===== config.mk =====
export PLATFORM = sky130hd
export DESIGN_NAME = bus_frame_receiver
export DESIGN_NICKNAME = d
export VERILOG_FILES = /design/src/sv/bfr_pkg.sv /design/src/sv/bus_frame_receiver.sv /design/src/sv/bfr_crc8.sv /design/src/sv/bfr_frame_ctl.sv
export SDC_FILE = /design/constraint.sdc
export NUM_CORES = 1
export LEC_CHECK = 0
export BUFFER_PORTS_ARGS = -buffer_cell sky130_fd_sc_hd__buf_2
export CAP_MARGIN = 15
export CORE_MARGIN = 5
export CORE_UTILIZATION = 30
export CTS_CLUSTER_SIZE = 14
export DETAILED_ROUTE_END_ITERATION = 7
export GPL_TIMING_DRIVEN = 0
export PLACE_DENSITY = 0.59
export SYNTH_ARGS = -nofsm -noshare
export SYNTH_HDL_FRONTEND = slang
export SYNTH_SLANG_ARGS = --single-unit

===== constraint.sdc =====
create_clock -name clk -period 3.26 [get_ports clk]
set_clock_uncertainty 0.2 [all_clocks]
set_input_delay 0.652 -clock clk [delete_from_list [all_inputs] [get_ports clk]]
set_output_delay 0.652 -clock clk [all_outputs]
set_load 0.01 [all_outputs]

===== src/sv/bfr_pkg.sv =====
`timescale 1ns / 1ps
// ----------------------------------------------------------------------------
// bfr_pkg
// Shared types and codes for the bus frame receiver: status and reply codes,
// configuration register indexes, and the configuration and result records.
// ----------------------------------------------------------------------------
package bfr_pkg;

  typedef enum logic [2:0] {
    ST_BUSY     = 3'd0,
    ST_OK       = 3'd1,
    ST_CRC_ERR  = 3'd2,
    ST_NOT_ADDR = 3'd3,
    ST_FAIL     = 3'd4
  } status_t;

  typedef enum logic [1:0] {
    RP_NONE = 2'd0,
    RP_ACK  = 2'd1,
    RP_NAK  = 2'd2
  } reply_t;

  typedef enum logic [2:0] {
    CFG_OWN_DEVICE_ID  = 3'd0,
    CFG_OWN_BUS_ID     = 3'd1,
    CFG_SHARED_NETWORK = 3'd2,
    CFG_ROUTER_MODE    = 3'd3,
    CFG_SIMPLEX_MODE   = 3'd4
  } cfg_idx_t;

  localparam logic [7:0] CRC_POLY      = 8'h8C;
  localparam logic [7:0] MIN_LENGTH    = 8'd4;
  localparam logic [7:0] BROADCAST_ID  = 8'd0;
  localparam logic [7:0] UNASSIGNED_ID = 8'd255;
  localparam logic [3:0] HDR_BYTES     = 4'd3;
  localparam logic [3:0] BUS_ID_BYTES  = 4'd4;
  localparam logic [3:0] SHARED_SENDER_SKIP = 4'd9;
  localparam logic [7:0] IDX_RECIPIENT = 8'd0;
  localparam logic [7:0] IDX_LENGTH    = 8'd1;
  localparam logic [7:0] IDX_HEADER    = 8'd2;
  localparam logic [7:0] IDX_BUS_FIRST = 8'd3;
  localparam logic [7:0] IDX_BUS_LAST  = 8'd6;
  localparam logic [7:0] IDX_SENDER_LOCAL  = 8'd3;
  localparam logic [7:0] IDX_SENDER_SHARED = 8'd11;

  typedef struct packed {
    logic [7:0]  own_device_id;
    logic [31:0] own_bus_id;
    logic        shared_network;
    logic        router_mode;
    logic        simplex_mode;
  } cfg_t;

  typedef struct packed {
    logic [7:0] byte_value;
    logic [7:0] byte_index;
    logic       frame_end;
    status_t    status;
    reply_t     reply;
    logic [3:0] data_start;
    logic [7:0] payload_length;
    logic [7:0] source_id;
    logic [7:0] header_bits;
  } res_t;

endpackage


===== src/sv/bus_frame_receiver.sv =====
`timescale 1ns / 1ps
// ----------------------------------------------------------------------------
// bus_frame_receiver
// Addressed serial frame receiver with reflected CRC-8 check.
//
// Input channel (in_valid / in_stall) carries one received bus byte per
// request, with in_rx_fail marking a failed reception. Every request yields
// exactly one result request on the out_ channel: the byte, its position in
// the frame, and at the last byte of a frame the final status, the ack or
// nak reply, the payload offset and length and the sender id.
// The result appears in the cycle after its input request is accepted. One
// byte is taken per cycle while in_stall is low; the frame decode and the CRC
// byte step sit between the input port and the result register.
// A stalled result holds in the result register; in_stall rises only while
// that register is full and out_stall is high.
// Configuration is written via cfg_we / cfg_index / cfg_wdata, one register
// per cycle, by the user only while no request is in flight (not enforced).
// Reset (rst_n low, synchronous) empties the result register, restores the
// register defaults (device id 255) and starts a new frame.
// ----------------------------------------------------------------------------
module bus_frame_receiver #(
  parameter int MAX_FRAME_LENGTH = 64
) (
  input  logic        clk,
  input  logic        rst_n,
  input  logic        cfg_we,
  input  logic [2:0]  cfg_index,
  input  logic [31:0] cfg_wdata,
  input  logic        in_valid,
  output logic        in_stall,
  input  logic [7:0]  in_rx_byte,
  input  logic        in_rx_fail,
  output logic        out_valid,
  input  logic        out_stall,
  output logic [7:0]  out_byte_value,
  output logic [7:0]  out_byte_index,
  output logic        out_frame_end,
  output logic [2:0]  out_status,
  output logic [1:0]  out_reply,
  output logic [3:0]  out_data_start,
  output logic [7:0]  out_payload_length,
  output logic [7:0]  out_source_id,
  output logic [7:0]  out_header_bits
);

  bfr_pkg::cfg_t cfg_r;
  bfr_pkg::res_t res;
  bfr_pkg::res_t res_r;
  logic          out_valid_r, out_valid_nxt;
  logic          in_accept;

  assign in_stall      = out_valid_r && out_stall;
  assign in_accept     = in_valid && !in_stall;
  assign out_valid_nxt = in_accept || (out_valid_r && out_stall);

  always_ff @(posedge clk) begin
    if (!rst_n) begin
      cfg_r.own_device_id  <= bfr_pkg::UNASSIGNED_ID;
      cfg_r.own_bus_id     <= '0;
      cfg_r.shared_network <= 1'b0;
      cfg_r.router_mode    <= 1'b0;
      cfg_r.simplex_mode   <= 1'b0;
    end else if (cfg_we) begin
      case (cfg_index)
        bfr_pkg::CFG_OWN_DEVICE_ID:  cfg_r.own_device_id  <= cfg_wdata[7:0];
        bfr_pkg::CFG_OWN_BUS_ID:     cfg_r.own_bus_id     <= cfg_wdata;
        bfr_pkg::CFG_SHARED_NETWORK: cfg_r.shared_network <= cfg_wdata[0];
        bfr_pkg::CFG_ROUTER_MODE:    cfg_r.router_mode    <= cfg_wdata[0];
        bfr_pkg::CFG_SIMPLEX_MODE:   cfg_r.simplex_mode   <= cfg_wdata[0];
        default: begin
        end
      endcase
    end
  end

  bfr_frame_ctl #(
    .MAX_FRAME_LENGTH (MAX_FRAME_LENGTH)
  ) u_ctl (
    .clk     (clk),
    .rst_n   (rst_n),
    .advance (in_accept),
    .rx_byte (in_rx_byte),
    .rx_fail (in_rx_fail),
    .cfg     (cfg_r),
    .res     (res)
  );

  always_ff @(posedge clk) begin
    if (!rst_n) begin
      out_valid_r <= 1'b0;
    end else begin
      out_valid_r <= out_valid_nxt;
    end
  end

  always_ff @(posedge clk) begin
    if (in_accept) begin
      res_r <= res;
    end
  end

  assign out_valid          = out_valid_r;
  assign out_byte_value     = res_r.byte_value;
  assign out_byte_index     = res_r.byte_index;
  assign out_frame_end      = res_r.frame_end;
  assign out_status         = res_r.status;
  assign out_reply          = res_r.reply;
  assign out_data_start     = res_r.data_start;
  assign out_payload_length = res_r.payload_length;
  assign out_source_id      = res_r.source_id;
  assign out_header_bits    = res_r.header_bits;

endmodule


===== src/sv/bfr_crc8.sv =====
`timescale 1ns / 1ps
// ----------------------------------------------------------------------------
// bfr_crc8
// One byte step of the reflected CRC-8, polynomial 0x8C, LSB first.
// ----------------------------------------------------------------------------
module bfr_crc8 (
  input  logic [7:0] crc_in,
  input  logic [7:0] data_in,
  output logic [7:0] crc_out
);

  always_comb begin
    logic [7:0] c;
    logic       fb;
    c = crc_in;
    for (int k = 0; k < 8; k++) begin
      fb = c[0] ^ data_in[k];
      c  = {1'b0, c[7:1]};
      if (fb) begin
        c = c ^ bfr_pkg::CRC_POLY;
      end
    end
    crc_out = c;
  end

endmodule


===== src/sv/bfr_frame_ctl.sv =====
`timescale 1ns / 1ps
// ----------------------------------------------------------------------------
// bfr_frame_ctl
// Per-frame state and byte decode: address, length, header and bus id checks,
// CRC update, sender capture and the result of each accepted byte.
// ----------------------------------------------------------------------------
module bfr_frame_ctl #(
  parameter int MAX_FRAME_LENGTH = 64
) (
  input  logic          clk,
  input  logic          rst_n,
  input  logic          advance,
  input  logic [7:0]    rx_byte,
  input  logic          rx_fail,
  input  bfr_pkg::cfg_t cfg,
  output bfr_pkg::res_t res
);

  logic [7:0] cnt_r, cnt_nxt;
  logic [7:0] len_r, len_nxt;
  logic [7:0] crc_r, crc_nxt;
  logic       shared_r, shared_nxt;
  logic       sinfo_r, sinfo_nxt;
  logic       ackreq_r, ackreq_nxt;
  logic [7:0] recip_r, recip_nxt;
  logic       match_r, match_nxt;
  logic [7:0] sender_r, sender_nxt;
  logic [7:0] hdr_r, hdr_nxt;
  logic [7:0] pend_r, pend_nxt;
  logic [7:0] crc_step;

  bfr_crc8 u_crc (
    .crc_in  (crc_r),
    .data_in (rx_byte),
    .crc_out (crc_step)
  );

  always_comb begin
    logic       ended;
    logic       clr;
    logic [1:0] sel;
    logic [7:0] sender_pos;
    logic [8:0] cnt_inc;
    logic       ok;
    logic       may_reply;
    logic [3:0] off;
    logic [8:0] off_len;
    ended      = 1'b0;
    clr        = 1'b0;
    sel        = 2'(3'd6 - cnt_r[2:0]);
    sender_pos = shared_r ? bfr_pkg::IDX_SENDER_SHARED : bfr_pkg::IDX_SENDER_LOCAL;
    cnt_inc    = {1'b0, cnt_r} + 9'd1;
    ok         = 1'b0;
    may_reply  = 1'b0;
    off        = '0;
    off_len    = '0;

    cnt_nxt    = cnt_r;
    len_nxt    = len_r;
    crc_nxt    = crc_r;
    shared_nxt = shared_r;
    sinfo_nxt  = sinfo_r;
    ackreq_nxt = ackreq_r;
    recip_nxt  = recip_r;
    match_nxt  = match_r;
    sender_nxt = sender_r;
    hdr_nxt    = hdr_r;
    pend_nxt   = pend_r;

    res                = '0;
    res.status         = bfr_pkg::ST_BUSY;
    res.reply          = bfr_pkg::RP_NONE;
    res.byte_index     = cnt_r;

    if (rx_fail) begin
      ended      = 1'b1;
      clr        = 1'b1;
      res.status = bfr_pkg::ST_FAIL;
    end else begin
      res.byte_value = rx_byte;
      if (cnt_r == bfr_pkg::IDX_RECIPIENT) begin
        recip_nxt = rx_byte;
        if (rx_byte != cfg.own_device_id && rx_byte != bfr_pkg::BROADCAST_ID &&
            !cfg.router_mode) begin
          ended      = 1'b1;
          clr        = 1'b1;
          res.status = bfr_pkg::ST_NOT_ADDR;
        end
      end else if (cnt_r == bfr_pkg::IDX_LENGTH) begin
        if (rx_byte > bfr_pkg::MIN_LENGTH && int'(rx_byte) < MAX_FRAME_LENGTH) begin
          len_nxt = rx_byte;
        end else begin
          ended      = 1'b1;
          clr        = 1'b1;
          res.status = bfr_pkg::ST_FAIL;
        end
      end else if (cnt_r == bfr_pkg::IDX_HEADER) begin
        hdr_nxt    = rx_byte;
        shared_nxt = rx_byte[0];
        sinfo_nxt  = rx_byte[1];
        ackreq_nxt = rx_byte[2];
        if (rx_byte[0] != cfg.shared_network && !cfg.router_mode) begin
          ended           = 1'b1;
          clr             = 1'b1;
          res.status      = bfr_pkg::ST_NOT_ADDR;
          res.header_bits = rx_byte;
        end
      end else if (cnt_r inside {[bfr_pkg::IDX_BUS_FIRST:bfr_pkg::IDX_BUS_LAST]}) begin
        if (rx_byte != cfg.own_bus_id[8*sel +: 8]) begin
          match_nxt = 1'b0;
          if (cfg.shared_network && shared_r && !cfg.router_mode) begin
            ended           = 1'b1;
            clr             = 1'b1;
            res.status      = bfr_pkg::ST_NOT_ADDR;
            res.header_bits = hdr_r;
          end
        end
      end

      if (!ended) begin
        if (cnt_r >= bfr_pkg::IDX_HEADER) begin
          res.header_bits = hdr_nxt;
        end
        if (sinfo_nxt && cnt_r == sender_pos) begin
          pend_nxt = rx_byte;
        end
        crc_nxt = crc_step;
        cnt_nxt = cnt_inc[7:0];
        if (cnt_r >= bfr_pkg::IDX_HEADER && cnt_inc >= {1'b0, len_r}) begin
          clr       = 1'b1;
          ok        = (crc_step == 8'd0);
          may_reply = ackreq_r && recip_r != bfr_pkg::BROADCAST_ID &&
                      !cfg.simplex_mode &&
                      (!cfg.shared_network || (shared_r && match_nxt));
          res.frame_end = 1'b1;
          res.status    = ok ? bfr_pkg::ST_OK : bfr_pkg::ST_CRC_ERR;
          if (may_reply) begin
            res.reply = ok ? bfr_pkg::RP_ACK : bfr_pkg::RP_NAK;
          end
          if (ok) begin
            off = bfr_pkg::HDR_BYTES +
                  (shared_r ? (sinfo_r ? bfr_pkg::SHARED_SENDER_SKIP : bfr_pkg::BUS_ID_BYTES)
                            : (sinfo_r ? 4'd1 : 4'd0));
            off_len = {1'b0, len_r} - {5'd0, off} - 9'd1;
            if (sinfo_r) begin
              sender_nxt = pend_nxt;
            end
            res.data_start     = off;
            res.payload_length = off_len[8] ? 8'd0 : off_len[7:0];
            res.source_id      = sinfo_r ? pend_nxt : sender_r;
          end
        end
      end
    end

    if (ended) begin
      res.frame_end = 1'b1;
    end
    if (clr) begin
      cnt_nxt    = '0;
      len_nxt    = '0;
      crc_nxt    = '0;
      shared_nxt = 1'b0;
      sinfo_nxt  = 1'b0;
      ackreq_nxt = 1'b0;
      recip_nxt  = '0;
      match_nxt  = 1'b1;
      hdr_nxt    = '0;
      pend_nxt   = '0;
    end
  end

  always_ff @(posedge clk) begin
    if (!rst_n) begin
      cnt_r    <= '0;
      len_r    <= '0;
      crc_r    <= '0;
      shared_r <= 1'b0;
      sinfo_r  <= 1'b0;
      ackreq_r <= 1'b0;
      recip_r  <= '0;
      match_r  <= 1'b1;
      sender_r <= '0;
      hdr_r    <= '0;
      pend_r   <= '0;
    end else if (advance) begin
      cnt_r    <= cnt_nxt;
      len_r    <= len_nxt;
      crc_r    <= crc_nxt;
      shared_r <= shared_nxt;
      sinfo_r  <= sinfo_nxt;
      ackreq_r <= ackreq_nxt;
      recip_r  <= recip_nxt;
      match_r  <= match_nxt;
      sender_r <= sender_nxt;
      hdr_r    <= hdr_nxt;
      pend_r   <= pend_nxt;
    end
  end

endmodule

==> impl_metrics.csv <==
group,metric,value,unit
drt,antenna_left,0,
worst_hold_path,hp-class,"register to register",
power_and_ir_drop,swShare,0.259,
placed_design,gp_congestion,0.880,
floorplan,num_io_pins,101,
timing,fin_crit_sh,1.05,
yosys,synth.largest_area_cell,"dfxtp_1",
placed_design,hpwl,16400,um
cells_and_area,antenna-diode-count,0,
global_route,gr-usage-all-layers,0.161,
yosys,yosysTopAreaCellShare,0.269,
timing,fmax,0.293,GHz
timing,setup_tns,-3160,ps
yosys,synth_area_leaders,"dfxtp_1 (27%), edfxtp_1 (19%), nand2_1 (7.7%)",
run,cap_violations,0,
timing,setup_ws,-155,ps
timing,hold_violations,0,
clock_network,clk_path_buf_depth,2,
drt,drcViolationCount,0,
timing,final-setup-viol-count,59,
clock_network,clkTransAtPathRegs,60,ps
drt,routed_wl,24700,um
floorplan,die_area,0.0291,sq mm
yosys,async_flop_share,0,
timing,worst_hold_slack,242,ps
floorplan,fp-row-count,58,
worst_hold_path,worstHoldStart,"u_ctl.cnt_r[5]",
worst_setup_path,cp.arrival,3530,ps
timing,rsz0062_at_grt,"true",
global_route,grt_pass1_vias,6867,
outcome,status,"finished, violations left",
cells_and_area,syn2layout_area_growth,39.4,%
yosys,ys_types,62,
timing,slew_headroom,0.286,
yosys,ys.flop_type,"dfxtp_1",
power_and_ir_drop,p_seq_frac,0.454,
yosys,syn_avg_cell_area,9.03,sq um
worst_setup_path,crit_path_end_kind,"register",
worst_setup_path,critical_path_class,"register to register",
drt,first_pass_iters,5,
cells_and_area,layout-drive-gt1-share,0.313,
yosys,yosysWarnings,0,
clock_network,clock_latency,430,ps
floorplan,die_w,171,um
worst_setup_path,critPathRequiredTime,3370,ps
global_route,antenna_found_initial,0,
drt,drt-initial-drc-count,454,
timing,min_period,3420,ps
clock_network,htree_num_levels,4,
global_route,grt_max_degree,40,
power_and_ir_drop,p_comb_frac,0.086,
worst_hold_path,min_to,"out_byte_index[5]",
worst_setup_path,worst_r2r_endpoint,"u_ctl.match_r",
clock_network,cts_buffers,17,
power_and_ir_drop,power.internal,3.31,mW
drt,via_per_inst,5.23,
floorplan,chipHeight,171,um
power_and_ir_drop,p_leak,3.87,nW
yosys,synthTopCellsByCount,"nand2_1 (158), dfxtp_1 (104), nand3_1 (74)",
worst_setup_path,reg2reg_slack,-160,ps
worst_hold_path,hold_depth,0,
clock_network,root_buffer,"clkbuf_16",
yosys,synthMostInstantiatedCell,"nand2_1",
timing,worst_pin_slew,1060,ps
yosys,yosys_register_bits,153,
worst_setup_path,worstPathMaxFanout,6,
drt,wl_per_cell,18.0,um
outcome,violations,"negative setup slack",
timing,slew_violations,0,
global_route,grt_pass1_wl,37100,um
clock_network,cts.sinks,153,
placed_design,io_buffers,95,
worst_setup_path,critPathLaunchType,"register",
power_and_ir_drop,power.share.clock,0.460,
floorplan,initial_core_util,0.306,
cells_and_area,nets,1094,
worst_setup_path,r2r_start,"u_ctl.cnt_r[0]",
global_route,grt-ovfl-total,0,
clock_network,ctsHoldBuffers,0,
yosys,syn-num-nets,923,
yosys,syn_inst,856,
drt,num_vias,7169,
clock_network,cts_tree,"built",
yosys,ys_seq_area_frac,0.460,
power_and_ir_drop,power_density,414,mW/mm^2
power_and_ir_drop,p_sw,1.16,mW
worst_setup_path,rr_worst_depth,15,
floorplan,fp.coreArea,0.0253,sq mm
power_and_ir_drop,max-vdd-ir-drop,0.271,mV
yosys,synth_edf_count,49,
yosys,synth_area,0.00773,sq mm
-- state kept, by name (all words and copies together), names as in the netlist, 2 cells and up --
name / count
out_byte_index: 8
out_header_bits: 8
out_source_id: 8
out_status: 3
u_ctl.sender_r: 8
out_payload_length: 8
u_ctl.len_r: 8
u_ctl.pend_r: 8
cfg_r: 43
u_ctl.crc_r: 8
out_byte_value: 8
u_ctl.hdr_r: 8
out_data_start: 3
u_ctl.cnt_r: 8
out_reply: 2
u_ctl.recip_r: 8
-- repair_timing --
| item | CTS | global route |
|---|---|---|
| cloned | 2 | 6 |
| pin swaps | 26 | 46 |
| gates resized for setup | 96 | 114 |
| setup buffers | 30 | 21 |
| endpoints found under the setup margin | 92 | 92 |
-- cell type report --
type	instances	area, sq um
Sequential cell	153	3560
Inverter	21	88.8
Multi-Input combinational cell	613	4490
Fill cell	2446	14500
Tap cell	330	413
Buffer	66	478
Clock buffer	17	425
Timing Repair Buffer	155	1130
Clock inverter	15	179
-- layer usage --
layer | part of all wire | up-vias | global-route usage | wire [um]
met1 | 0.44 | 3420 | 0.222 | 10900
met4 | 0.025 | 0 | 0.0455 | 609
met2 | 0.46 | 283 | 0.257 | 11400
met5 | 0 | - | 0 | 0
met3 | 0.075 | 52 | 0.0344 | 1850
li1 | - | 3414 | - | -
-- cells by family after synthesis --
family / share of synthesized area
XOR/XNOR: 0.0539
AO/OA/AOI/OAI: 0.123
multiplexers: 0.0513
AND/OR/NAND/NOR: 0.232
adder cells (fa/ha/maj): 0.0301
buffers and inverters: 0.0499
flip-flops: 0.460
-- through the flow --
stage	setup WS, ps	cell area (sq um)	instances	total power [mW]	utilization
after floorplan	24.1	7750	856	2.27	-
after global placement	-837	8640	1281	2.41	0.342
after detailed placement	-864	8660	1282	2.41	0.343
after CTS	-81.5	9900	1345	4.46	0.392
after global routing	-226	10800	1370	4.60	0.427
final	-155	10800	1370	4.46	0.427
-- cell usage in the layout (no fill, tap or decap), types with 22 or more instances in the layout --
cell type and instances:
nand2_1 156, buf_2 104, dfxtp_1 100, nand3_1 65
edfxtp_1 49, a21oi_1 48, buf_4 39, clkbuf_1 31
nor2_1 31, xnor2_1 30, nand4_1 28, clkbuf_16 22
-- how the worst max path moves through the flow --
stage	slack, ps	startpoint	end	cells after the start
after global routing	-230	u_ctl.cnt_r[0]	u_ctl.pend_r[3]	15
final	-160	u_ctl.cnt_r[0]	u_ctl.match_r	15
after global placement	-840	u_ctl.cnt_r[0]	out_reply[1]	12
after CTS	-80	u_ctl.cnt_r[0]	out_source_id[6]	13
after detailed placement	-860	u_ctl.cnt_r[0]	out_reply[1]	12
after floorplan	20	u_ctl.cnt_r[1]	u_ctl.cnt_r[0]	14
-- power groups by stage --
stage	Clock [mW]	Sequential [mW]	Combinational, mW
floorplan	0	2.08	0.185
global placement	0	2.07	0.337
detailed placement	0	2.07	0.345
CTS	2.07	2.03	0.357
global route	2.15	2.03	0.416
finish	2.06	2.02	0.385
-- critical path, stage by stage, from the launching register on --
cell       delay (ps)
dfxtp_4           400
buf_12            130
nand3_4           120
nor2_4            160
and3_4            230
xor2_4            190
ha_4              240
nand3_4            70
nor2_4             40
a221o_1           370
a2111oi_4         350
buf_4             200
buf_6             130
nand2_8            80
buf_8             140
a211o_1           250
(Power assumes the default switching activity.)
